<file path="src/hw/rtl/defe_pkg.sv">
// Shared types, widths and codes for the derivative and EMA feature estimator.
package defe_pkg;

  localparam int POS_W  = 32;            // positions and forces, Q16.16
  localparam int VAL_W  = 48;            // velocities and accelerations, Q16.16
  localparam int DIF_W  = 49;            // widest signed difference fed to the multiplier
  localparam int K_W    = 40;            // widest unsigned multiplier coefficient
  localparam int W_W    = 16;            // filter weight, Q1.15
  localparam int FERR_W = 33;            // force error
  localparam int LO_W   = 25;            // low slice of the operand magnitude
  localparam int HI_W   = DIF_W - LO_W;  // high slice of the operand magnitude
  localparam int PROD_W = DIF_W + K_W;   // full product magnitude

  // Item function codes
  localparam logic [1:0] FUNC_SAMPLE = 2'd0;
  localparam logic [1:0] FUNC_SEED   = 2'd1;
  localparam logic [1:0] FUNC_CLEAR  = 2'd2;

  // Configuration register indexes
  localparam logic [1:0] CFG_INV_STEP      = 2'd0;
  localparam logic [1:0] CFG_INV_STEP_SQ   = 2'd1;
  localparam logic [1:0] CFG_FILTER_WEIGHT = 2'd2;

  // Multiplier operations
  localparam logic [2:0] OP_VEL   = 3'd0;  // measured velocity
  localparam logic [2:0] OP_CACC  = 3'd1;  // raw commanded acceleration
  localparam logic [2:0] OP_ACC   = 3'd2;  // raw measured acceleration
  localparam logic [2:0] OP_EMA_M = 3'd3;  // filter step, measured acceleration
  localparam logic [2:0] OP_EMA_C = 3'd4;  // filter step, commanded acceleration

  // History update kinds at the end of a sample
  localparam logic [1:0] KIND_FIRST  = 2'd0;
  localparam logic [1:0] KIND_SECOND = 2'd1;
  localparam logic [1:0] KIND_FULL   = 2'd2;

  localparam logic [31:0]       INV_STEP_RST    = 32'd65536000;
  localparam logic [39:0]       INV_STEP_SQ_RST = 40'd65536000000;
  localparam logic [W_W-1:0]    WEIGHT_ONE      = 16'd32768;
  localparam logic [VAL_W-1:0]  MAX48           = {1'b0, {(VAL_W-1){1'b1}}};
  localparam logic [VAL_W-1:0]  MIN48           = {1'b1, {(VAL_W-1){1'b0}}};

  // Controller to datapath commands
  typedef struct packed {
    logic       capture;  // latch sample word
    logic       seed;     // preload history from the seed word
    logic       mul_ld;   // load multiplier operands
    logic       mul_lo;   // low partial product
    logic       mul_hi;   // high partial product, accumulate
    logic       mul_fin;  // round, saturate, register
    logic       wb;       // write multiplier result back
    logic [2:0] op;
    logic       done;     // update history and load the result word
    logic [1:0] kind;
  } cmd_t;

endpackage

</file>
<file path="src/hw/rtl/defe_ctrl.sv">
// Controller: item decode, warm-up flags and multiplier sequencing.
module defe_ctrl
  import defe_pkg::*;
(
  input  logic       clk,
  input  logic       rst,
  input  logic       in_valid,
  input  logic [1:0] func,
  input  logic       out_ready,
  output logic       in_ready,
  output logic       out_valid,
  output cmd_t       cmd
);

  localparam logic [2:0] ST_IDLE = 3'd0;
  localparam logic [2:0] ST_LOAD = 3'd1;
  localparam logic [2:0] ST_LO   = 3'd2;
  localparam logic [2:0] ST_HI   = 3'd3;
  localparam logic [2:0] ST_FIN  = 3'd4;
  localparam logic [2:0] ST_WB   = 3'd5;
  localparam logic [2:0] ST_DONE = 3'd6;

  logic [2:0] state, state_next;
  logic [2:0] op, op_next;
  logic       have_first, have_first_next;
  logic       have_second, have_second_next;
  logic       filter_started, filter_started_next;

  assign in_ready = (state == ST_IDLE);

  always_comb begin
    state_next          = state;
    op_next             = op;
    have_first_next     = have_first;
    have_second_next    = have_second;
    filter_started_next = filter_started;
    cmd                 = '0;
    cmd.op              = op;
    if (!have_first) begin
      cmd.kind = KIND_FIRST;
    end else if (!have_second) begin
      cmd.kind = KIND_SECOND;
    end else begin
      cmd.kind = KIND_FULL;
    end

    case (state)
      ST_IDLE: begin
        if (in_valid) begin
          case (func)
            FUNC_SAMPLE: begin
              cmd.capture = 1'b1;
              if (!have_first) begin
                state_next = ST_DONE;
              end else begin
                op_next    = OP_VEL;
                state_next = ST_LOAD;
              end
            end
            FUNC_SEED: begin
              cmd.seed            = 1'b1;
              have_first_next     = 1'b1;
              have_second_next    = 1'b0;
              filter_started_next = 1'b0;
            end
            FUNC_CLEAR: begin
              have_first_next     = 1'b0;
              have_second_next    = 1'b0;
              filter_started_next = 1'b0;
            end
            default: ;
          endcase
        end
      end
      ST_LOAD: begin
        cmd.mul_ld = 1'b1;
        state_next = ST_LO;
      end
      ST_LO: begin
        cmd.mul_lo = 1'b1;
        state_next = ST_HI;
      end
      ST_HI: begin
        cmd.mul_hi = 1'b1;
        state_next = ST_FIN;
      end
      ST_FIN: begin
        cmd.mul_fin = 1'b1;
        state_next  = ST_WB;
      end
      ST_WB: begin
        cmd.wb     = 1'b1;
        state_next = ST_LOAD;
        case (op)
          OP_VEL: begin
            if (!have_second) begin
              state_next = ST_DONE;
            end else begin
              op_next = OP_CACC;
            end
          end
          OP_CACC: op_next = OP_ACC;
          OP_ACC: begin
            if (filter_started) begin
              op_next = OP_EMA_M;
            end else begin
              state_next = ST_DONE;
            end
          end
          OP_EMA_M: op_next = OP_EMA_C;
          default:  state_next = ST_DONE;
        endcase
      end
      ST_DONE: begin
        // hold until the output register is free
        if (!out_valid || out_ready) begin
          cmd.done   = 1'b1;
          state_next = ST_IDLE;
          if (!have_first) begin
            have_first_next = 1'b1;
          end else if (!have_second) begin
            have_second_next = 1'b1;
          end else begin
            filter_started_next = 1'b1;
          end
        end
      end
      default: state_next = ST_IDLE;
    endcase
  end

  always_ff @(posedge clk) begin
    if (rst) begin
      state          <= ST_IDLE;
      op             <= OP_VEL;
      have_first     <= 1'b0;
      have_second    <= 1'b0;
      filter_started <= 1'b0;
      out_valid      <= 1'b0;
    end else begin
      state          <= state_next;
      op             <= op_next;
      have_first     <= have_first_next;
      have_second    <= have_second_next;
      filter_started <= filter_started_next;
      out_valid      <= cmd.done || (out_valid && !out_ready);
    end
  end

endmodule

</file>
<file path="config.mk">
export PLATFORM = sky130hd
export DESIGN_NAME = defe_ctrl
export DESIGN_NICKNAME = d
export VERILOG_FILES = /design/src/hw/rtl/defe_pkg.sv /design/src/hw/rtl/defe_ctrl.sv
export SDC_FILE = /design/constraint.sdc
export NUM_CORES = 1
export LEC_CHECK = 0
export ABC_AREA = 1
export BUFFER_PORTS_ARGS = -buffer_cell sky130_fd_sc_hd__buf_4
export CAP_MARGIN = 0
export CORE_MARGIN = 5
export CORE_UTILIZATION = 35
export DETAILED_ROUTE_END_ITERATION = 12
export PLACE_DENSITY_LB_ADDON = 0.05
export SYNTH_ARGS = -nofsm -noshare
export SYNTH_HDL_FRONTEND = slang
export SYNTH_SLANG_ARGS = --single-unit
</file>
<file path="constraint.sdc">
create_clock -name clk -period 1.49 [get_ports clk]
set_clock_uncertainty 0.2 [all_clocks]
set_input_delay 0.2235 -clock clk [delete_from_list [all_inputs] [get_ports clk]]
set_output_delay 0.2235 -clock clk [all_outputs]
set_load 0.1 [all_outputs]
</file>
## Word level (Yosys, flattened, before mapping)

Index checks and enable logic that the tools add are counted.
Widths: inputs -> output; s select.

- Reduce and logical (&&, ||, !) cells: 17
- Multipliers: 0
- Shift-type cells: 0
- Magnitude comparators: 0
- $add $sub $neg: 0
- Eq/ne operators: 22
- Bitwise gates (word level): 0
- Mux-type cells: 41
- Div/mod/pow operators: 0

Operators by type and width:

| cell | number |
|---|---|
| $mux 3 | 11 |
| $pmux 3 s7 | 1 |
| $mux 1 | 18 |
| $eq 3x2->1 const B | 4 |
| $pmux 3 s4 | 1 |
| $ne 2x2->1 const B | 5 |
| $eq 3x3->1 const B | 3 |
| $pmux 3 s3 | 1 |
| $mux 2 | 4 |
| $pmux 1 s2 | 4 |
| $reduce_and 7->1 | 1 |
| $eq 3x1->1 const B | 2 |
| $logic_not 3->1 | 2 |
| $ne 3x3->1 const B | 2 |
| $pmux 3 s2 | 1 |
| $reduce_and 6->1 | 1 |
| $ne 5x2->1 const B | 1 |
| $reduce_and 5->1 | 1 |
| $ne 2x1->1 const B | 2 |
| $reduce_and 4->1 | 1 |
| $reduce_bool 2->1 | 2 |
| $reduce_or 2->1 | 2 |
| $ne 3x1->1 const B | 1 |
| $reduce_and 3->1 | 1 |
| other kinds (6) | 8 |

- Input port bits: 6
- Memory bits (writable): 0
- Output and inout port bits: 15
- Bits in latches: 0
- Logic and storage cells: 86
- Memories kept: 0
- ROM bits: 0
- Register bits after elaboration: 10

## Depth between registers and ports, before layout

Gate-level depths: netlist of the first run.

- Depth in word-level cells: 5
- Gate-level depth with buffers: 9
- Gate-level depth less buffers: 9

## Least setup slack after synthesis of the first run

Ideal clock, no wire load.

- Path type: register to output
- From: reg out_valid
- To: out cmd[2] (netlist name)
- Setup slack: -1.045 ns
- Required time: 1.067 ns
- Arrival time: 2.111 ns
- Stages on the path, launching flop included: 4
- Path buffers: 0
- Cell sequence: dfxtp_1 > inv_1 > nor2_1 > nor2_1

RTL lines:

| element | RTL line | source |
|---|---|---|
| from (decl) | defe_ctrl.sv:11 | `output logic out_valid,` |
| from (signal assigned) | defe_ctrl.sv:146 | `out_valid <= cmd.done \|\| (out_valid && !out_ready);` |
| to (decl) | defe_ctrl.sv:12 | `output cmd_t cmd` |

==> flow_metrics.env, run 1 <==
export IMPL_ioPinCount=21
export IMPL_cts_tree="yes"
export IMPL_cap_violations=0
export IMPL_io_buffers=20
export IMPL_die_area_sq_um=3010
export IMPL_antennaDiodeCount=0
export IMPL_setup_slack_ps=-116
export IMPL_firstDrtPassIters=4
export IMPL_synth_most_common_cell="nand2_1"
export IMPL_die_w_um=54.9
export IMPL_clkTransAtPathRegs_ps=70
export IMPL_cts_inserted_buffers=3
export IMPL_grt_max_degree=8
export IMPL_yosys_warnings=0
export IMPL_status="finished, violations left"
export IMPL_dp_hpwl_um=1380
export IMPL_grt_overflow=0
export IMPL_ys_flop_type="dfxtp_1"
export IMPL_rows=16
export IMPL_yosysSeqAreaShare_pct=28.4
export IMPL_vias=765
export IMPL_cts_max_level=1
export IMPL_tightest_slew_ps=278
export IMPL_clock_latency_ps=260
export IMPL_die_y_um=54.9
export IMPL_p_per_area_nw_per_um2=1200
export IMPL_hold_viol=0
export IMPL_drv_slew=0
export IMPL_synthToLayoutAreaGrowth_pct=79.4
export IMPL_grt_pass1_wl_um=3020
export IMPL_fmax_mhz=623
export IMPL_slew_headroom_pct=81.6
export IMPL_ir_drop_v=0.00121
export IMPL_post_route_period_util_pct=108
export IMPL_grt_pass1_vias=741
export IMPL_avgSynthCellArea_sq_um=6.42
export IMPL_violations="negative setup slack"
export IMPL_rsz0062_at_grt="yes"
export IMPL_cp_data_required_time_ps=1070
export IMPL_seq_area_sq_um=231
export IMPL_ys_top_cells_by_count="24 x nand2_1, 16 x inv_1, 14 x nor2_1, 11 x nand3_1, 10 x dfxtp_1"
export IMPL_async_flop_share_pct=0
export IMPL_cts_sinks=10
export IMPL_wl_per_cell_um=11.2
export IMPL_nFillCells=181
export IMPL_yosysUniqueCellTypes=19
export IMPL_core_area_sq_um=1940
export IMPL_drive_gt1_share_pct=56.8
export IMPL_antenna_found_initial=0
export IMPL_layout_nets=150
export IMPL_synth_area_sq_um=706
export IMPL_utilization_pct=65.2
export IMPL_syn_instance_count=110
export IMPL_hold_path_depth=4
export IMPL_drtIter0Drc=18
export IMPL_setup_tns_ps=-1040
export IMPL_ant_nets=0
export IMPL_drc_errors=0
export IMPL_setup_viol=12
export IMPL_reg2reg_depth=9
export IMPL_min_period_ps=1610
export IMPL_synth_edf_count=0
export IMPL_crit_type="reg -> out"
export IMPL_crit_path_end_kind="output port"
export IMPL_synth_area_leaders="dfxtp_1 28%, nand2_1 13%, inv_1 8.5%"
export IMPL_synth_nets=119
export IMPL_p_leak_nw=0.517
export IMPL_cts_buffer_depth=2
export IMPL_startpoint_type="flip-flop"
export IMPL_worstPathArrival_ps=1180
export IMPL_multi_input_area_sq_um=533
export IMPL_avgViaCountPerCell=4.61
export IMPL_hp_class="in -> reg"
export IMPL_root_buffer="clkbuf_4"
export IMPL_initial_core_util_pct=36.3
export IMPL_synth_top_area_cell="dfxtp_1"
export IMPL_track_usage_pct=14.2
export IMPL_ys_ff_latch=10
export IMPL_cp_max_fo=5
export IMPL_synth_top_area_share_pct=28.4
export IMPL_route_final_wire_length_um=1860
export IMPL_gp_congestion=0.840
[worst max-delay path: stages (launching register included)]
cell     delay [ps]
dfxtp_4         380
inv_2            70
nand3_2         140
nor2_4          140
buf_12          180
[power by group]
part	switching [W]	total (W)	internal, W
clock network	0.0000929	0.000186	0.0000934
registers	0.0000443	0.000342	0.000298
logic	0.000641	0.000989	0.000348
total	0.000778	0.00152	0.000740
[cells by family (layout without fill, tap and decap cells)]
group | after synthesis | in the layout | synth area share, %
adders and majority gates | 3 | 3 | 5.32
DFF | 10 | 10 | 28.4
buffers and inverters | 22 | 51 | 12.4
and+or+nand+nor | 64 | 64 | 45.6
AOI/OAI and AO/OA | 11 | 11 | 8.33
[registers in the layout (all words and copies together), names as in the netlist]
signal / flops
filter_started: 1
have_first: 1
have_second: 1
op: 3
out_valid: 1
state: 3
[per-layer routing]
layer,global-route usage (%),routed length (um),vias to the layer above
met3,4.83,76,2
met5,0,0,-
met4,4.05,8,0
met1,17.0,815,344
li1,-,-,405
met2,24.0,961,14
[metrics by stage]
| step | instance area [sq um] | setup WS, ps | instances | hold WS, ps | power, W |
|---|---|---|---|---|---|
| after floorplan | 795 | -26.4 | 110 | 82.9 | 0.000969 |
| after global placement | 993 | -3.44 | 159 | 245 | 0.00110 |
| after detailed placement | 993 | -31.3 | 159 | 249 | 0.00110 |
| after CTS | 1150 | -130 | 165 | 72.4 | 0.00142 |
| after global routing | 1270 | -189 | 166 | 90.4 | 0.00160 |
| final | 1270 | -116 | 166 | 76.7 | 0.00152 |
[path summary, 6_finish.rpt]
kind                          to      startpoint  slack [ps]
setup / recovery          cmd[2]        state[0]        -120
hold / removal         out_valid       out_ready          80
setup reg to reg     have_second        state[0]         -80
hold reg to reg   filter_started  filter_started         290
[timing repair]
item                                   4_1_cts  5_1_grt
pin swaps                                    3        2
buffers inserted                             2        1
endpoints found under the hold margin        6        0
setup endpoints to repair                   11       19
cloned                                       0        0
gates resized for setup                     30       27
hold buffers                                 1        0
[area by class of cell]
type / count / area share [%]
Multi-Input combinational cell: 78 / 42.1
Sequential cell: 10 / 18.3
Timing Repair Buffer: 26 / 26.4
Tap cell: 27 / 2.67
Inverter: 22 / 8.79
Clock buffer: 3 / 1.78
[cells in the final DEF (no fill, tap or decap), drive strengths merged]
master       instances
a21oi                8
buf                 25
clkbuf               3
clkinv               1
clkinvlp             5
dfxtp               10
dlygate4sd3          1
ha                   3
inv                 16
nand2               29
nand3               14
nand4                1
nor2                18
nor3                 1
o21ai                3
or2                  1
Note: power is estimated with default switching activity, not from simulation.
==> run 2, diff against run 1 <==
--- a/config.mk
+++ b/config.mk
@@ -8,8 +8,10 @@
 export ABC_AREA = 1
 export BUFFER_PORTS_ARGS = -buffer_cell sky130_fd_sc_hd__buf_4
 export CAP_MARGIN = 0
+export CELL_PAD_IN_SITES_DETAIL_PLACEMENT = 1
+export CELL_PAD_IN_SITES_GLOBAL_PLACEMENT = 2
 export CORE_MARGIN = 5
-export CORE_UTILIZATION = 35
+export CORE_UTILIZATION = 25
 export DETAILED_ROUTE_END_ITERATION = 12
 export PLACE_DENSITY_LB_ADDON = 0.05
 export SYNTH_ARGS = -nofsm -noshare
==> run 2 against run 1 <==
The run still ends with negative setup slack left; core utilization shrank 18 points; combinational power grew 5%; die area grew 32%; critical path type unchanged; largest power group unchanged.
==> flow_metrics.env, run 2 (synthesis gave the netlist of run 1 again) <==
export IMPL_r2r_end="have_first"
export IMPL_cp_max_fo=5
export IMPL_dp_cells=162
export IMPL_cts_max_level=1
export IMPL_grt_max_degree=8
export IMPL_track_usage_pct=11.5
export IMPL_worstPathArrival_ps=1190
export IMPL_preCtsSetupSlack_ps=-69.4
export IMPL_route_final_wire_length_um=2120
export IMPL_core_area_sq_um=2730
export IMPL_drive_gt1_share_pct=57.0
export IMPL_pwr_share_clk_pct=12.3
export IMPL_startpoint_type="flip-flop"
export IMPL_wl_per_cell_um=12.2
export IMPL_crit_type="reg -> out"
export IMPL_tightest_slew_ps=278
export IMPL_synthToLayoutAreaGrowth_pct=83.5
export IMPL_gp_congestion=0.787
export IMPL_fmax_mhz=619
export IMPL_die_y_um=63.1
export IMPL_hold_viol=0
export IMPL_final_cell_mix="22 x nand2_1, 16 x buf_4, 11 x buf_12"
export IMPL_intPower_w=0.000769
export IMPL_hp_class="in -> reg"
export IMPL_cp_data_required_time_ps=1070
export IMPL_power_frac_comb_pct=65.8
export IMPL_hold_path_depth=4
export IMPL_setup_slack_ps=-126
export IMPL_reg2reg_depth=10
export IMPL_violations="negative setup slack"
export IMPL_r2r_start="state[2]"
export IMPL_firstDrtPassIters=3
export IMPL_initial_core_util_pct=25.8
export IMPL_final_common_cell="nand2_1"
export IMPL_setup_tns_ps=-1060
export IMPL_vias=789
export IMPL_grt_pass1_wl_um=3660
export IMPL_seq_area_sq_um=231
export IMPL_drtIter0Drc=8
export IMPL_finalNonFillerCells=173
export IMPL_slew_headroom_pct=81.6
export IMPL_min_to="out_valid"
export IMPL_root_buffer="clkbuf_4"
export IMPL_antennaDiodeCount=0
export IMPL_rrSetupSlack_ps=-80
export IMPL_p_per_area_nw_per_um2=1220
export IMPL_die_area_sq_um=3990
export IMPL_min_period_ps=1620
export IMPL_post_route_period_util_pct=108
export IMPL_ioPinCount=21
export IMPL_cap_violations=0
export IMPL_multi_input_area_sq_um=527
export IMPL_drv_slew=0
export IMPL_power_w=0.00158
export IMPL_grt_pass1_vias=845
export IMPL_clkTransAtPathRegs_ps=70
export IMPL_ir_drop_v=0.000881
export IMPL_min_from="out_ready"
export IMPL_cts_inserted_buffers=3
export IMPL_rsz0062_at_grt="yes"
export IMPL_die_w_um=63.1
export IMPL_cts_tree="yes"
export IMPL_antenna_found_initial=0
export IMPL_cts_buffer_depth=2
export IMPL_setup_viol=13
export IMPL_ant_nets=0
export IMPL_drc_errors=0
export IMPL_rows=19
export IMPL_avgViaCountPerCell=4.56
export IMPL_p_leak_nw=0.533
export IMPL_switching_share_pct=51.2
export IMPL_clock_latency_ps=270
export IMPL_status="finished, violations left"
export IMPL_grt_overflow=0
export IMPL_top_regs="op (3), state (3)"
export IMPL_io_buffers=20
export IMPL_dp_hpwl_um=1700
export IMPL_pwr_share_seq_pct=21.8
export IMPL_p_sw_w=0.000806
export IMPL_cts_sinks=10
export IMPL_crit_path_end_kind="output port"
export IMPL_layout_nets=153
export IMPL_nFillCells=313
==> run 2: power by group through the flow <==
stage | Clock, W | Sequential [W] | Combinational, W
4_1_cts | 0.000210 | 0.000338 | 0.000972
2_1_floorplan | 0 | 0.000350 | 0.000620
6_report | 0.000194 | 0.000344 | 0.00104
3_5_place_dp | 0 | 0.000340 | 0.000785
5_1_grt | 0.000224 | 0.000351 | 0.00110
3_3_place_gp | 0 | 0.000339 | 0.000780
==> run 2: critical path, cell delays in order, from the launching register on <==
cell and delay (ps):
dfxtp_4 370, nor2_4 140, nand2_4 110, nor2_4 120, buf_12 180
==> run 2: cell type report <==
cell class	instances	area share, %
Multi-Input combinational cell	78	40.7
Sequential cell	10	17.9
Inverter	22	8.79
Timing Repair Buffer	29	27.9
Clock buffer	3	1.74
Tap cell	31	3.00
==> run 2: worst max path at each step <==
| stage | from | end | slack (ps) | cells after the start |
|---|---|---|---|---|
| final | state[1] | cmd[11] | -130 | 4 |
| after global routing | state[2] | have_first | -200 | 10 |
| after CTS | state[1] | cmd[12] | -150 | 4 |
| after detailed placement | func[0] | cmd[12] | -70 | 6 |
| after global placement | func[0] | cmd[12] | -40 | 6 |
| after floorplan | state[0] | cmd[11] | -30 | 3 |
==> run 2: per-layer routing <==
layer,vias to the layer above,part of all wire (%),GRT usage [%]
met1,365,45,13.7
met2,13,51,19.5
met3,2,3.7,3.55
met4,0,0.80,3.98
met5,-,0,0
li1,409,-,-
==> run 2: through the flow <==
step | cell area (sq um) | util, % | hold WS [ps]
after CTS | 1220 | 44.6 | 70.8
final | 1290 | 47.4 | 78.7
after global placement | 991 | 36.2 | 255
after floorplan | 795 | - | 82.9
after detailed placement | 991 | 36.2 | 259
after global routing | 1290 | 47.4 | 90.3
==> run 2: timing repair <==
action / CTS / global route
hold buffers: 1 / 0
endpoints found under the setup margin: 11 / 20
gates resized for setup: 42 / 15
pin swaps: 3 / 4
setup buffers: 4 / 3
hold endpoints to repair: 6 / 0
==> run 3, diff against run 2 <==
--- a/config.mk
+++ b/config.mk
@@ -17,3 +17,4 @@
 export SYNTH_ARGS = -nofsm -noshare
 export SYNTH_HDL_FRONTEND = slang
 export SYNTH_SLANG_ARGS = --single-unit
+export TNS_END_PERCENT = 50
==> run 3 against run 2 <==
The flow still finishes with violations (negative setup slack); highest routed layer unchanged; sequential share of layout area grew 1.3 points; cell area decreased by 7.9%; largest cell class unchanged; critical path type unchanged; worst setup slack got worse by 21 ps; die area did not move; sequential power down 1%.
==> flow_metrics.env, run 3 (synthesis gave the netlist of run 1 again) <==
export IMPL_status="finished, violations left"
export IMPL_violations="negative setup slack"
export IMPL_clock_latency_ps=270
export IMPL_drtIter0Drc=19
export IMPL_setup_tns_ps=-873
export IMPL_root_buffer="clkbuf_4"
export IMPL_critical_path_buf_inv_count=1
export IMPL_cts_inserted_buffers=3
export IMPL_gp_congestion=0.762
export IMPL_rsz0062_at_grt="yes"
export IMPL_setup_viol=9
export IMPL_grt_max_degree=8
export IMPL_preCtsSetupSlack_ps=-65.2
export IMPL_dp_cells=163
export IMPL_avgViaCountPerCell=4.42
export IMPL_worstPathArrival_ps=1210
export IMPL_drive_gt1_share_pct=46.8
export IMPL_cp_top_family="simple AND/OR/NAND/NOR gates"
export IMPL_drv_slew=0
export IMPL_route_final_wire_length_um=2210
export IMPL_cpMaxStageDelayCell="dfxtp_2"
export IMPL_cts_max_level=1
export IMPL_vias=751
export IMPL_rrSetupSlack_ps=20
export IMPL_ioPinCount=21
export IMPL_cp_max_fo=5
export IMPL_cts_tree="yes"
export IMPL_synthToLayoutAreaGrowth_pct=69.0
export IMPL_tightest_slew_ps=278
export IMPL_hp_class="in -> reg"
export IMPL_top_regs="op (3), state (3)"
export IMPL_core_area_sq_um=2730
export IMPL_cap_violations=0
export IMPL_wl_per_cell_um=13.0
export IMPL_firstDrtPassIters=4
export IMPL_nFillCells=332
export IMPL_min_period_ps=1640
export IMPL_cpPeakStageDelay_ps=360
export IMPL_drc_errors=0
export IMPL_grt_pass1_vias=796
export IMPL_crit_type="reg -> out"
export IMPL_ir_drop_v=0.000731
export IMPL_hold_viol=0
export IMPL_crit_path_end_kind="output port"
export IMPL_ant_nets=0
export IMPL_antenna_found_initial=0
export IMPL_track_usage_pct=12.0
export IMPL_layout_nets=149
export IMPL_slew_headroom_pct=81.6
export IMPL_clkTransAtPathRegs_ps=80
export IMPL_die_area_sq_um=3990
export IMPL_fmax_mhz=611
export IMPL_finalNonFillerCells=170
export IMPL_grt_pass1_wl_um=3780
export IMPL_cp_cell_sequence="nor2_4 -> nand2_4 -> nor2_4 -> buf_12"
export IMPL_antennaDiodeCount=0
export IMPL_die_w_um=63.1
export IMPL_startpoint_type="flip-flop"
export IMPL_initial_core_util_pct=25.8
export IMPL_post_route_period_util_pct=110
export IMPL_final_cell_mix="23 x nand2_1, 13 x inv_1, 13 x buf_4"
export IMPL_cp_data_required_time_ps=1070
export IMPL_crit_path_frequent_cell="nor2_4"
export IMPL_final_common_cell="nand2_1"
export IMPL_cts_buffer_depth=2
export IMPL_p_per_area_nw_per_um2=1250
export IMPL_io_buffers=20
export IMPL_p_leak_nw=0.551
export IMPL_cts_sinks=10
export IMPL_dp_hpwl_um=1750
export IMPL_setup_slack_ps=-147
export IMPL_die_y_um=63.1
export IMPL_grt_overflow=0
export IMPL_power_w=0.00149
export IMPL_rows=19
-- run 3: report_power, final --
part | internal [W] | leakage [nW] | switching [W]
registers | 0.000295 | 0.0874 | 0.0000446
clock network | 0.0000969 | 0.0154 | 0.000114
logic | 0.000318 | 0.449 | 0.000617
total | 0.000710 | 0.551 | 0.000776
-- run 3: path summary, 6_finish.rpt --
path,startpoint,to,depth (start not counted)
setup / recovery,state[1],cmd[12],4
hold / removal,out_ready,out_valid,4
setup reg to reg,state[1],op[2],8
hold reg to reg,filter_started,filter_started,2
-- run 3: routing by layer --
metal / global-route usage, % / vias up / part of all wire (%)
met1: 15.4 / 333 / 45
li1: - / 401 / -
met3: 2.66 / 2 / 4.3
met2: 19.1 / 15 / 50
met5: 0 / - / 0
met4: 4.77 / 0 / 0.63
-- run 3: area by class of cell --
cell class	instances	area, sq um	area share, %
Clock buffer	3	22.5	1.89
Clock inverter	1	3.75	0.315
Inverter	22	92.6	7.76
Multi-Input combinational cell	78	478	40.1
Sequential cell	10	229	19.2
Tap cell	31	38.8	3.25
Timing Repair Buffer	25	328	27.5
-- run 3: worst reg2reg max path: stages (launching register included) --
cell     delay [ps]
dfxtp_2         360
nor2_4          150
nand2_4         120
buf_4           150
o21ai_2         150
nand3_4         100
nand2_1          70
nand2_1          40
nor2_1           70
-- run 3: per-stage QoR --
step           util [%]  area [sq um]  hold slack [ps]
4_1_cts            42.4          1160             61.9
3_5_place_dp       35.6           973              265
3_3_place_gp       35.6           973              257
2_1_floorplan         -           769             82.9
5_1_grt            43.6          1190             65.7
6_report           43.6          1190             62.2
-- run 3: repair_timing --
| item | CTS | global route |
|---|---|---|
| pin swaps | 3 | 1 |
| hold buffers | 1 | 0 |
| setup endpoints to repair | 14 | 20 |
| endpoints found under the hold margin | 6 | 0 |
| resized for setup | 39 | 7 |
| buffers inserted | 1 | 1 |
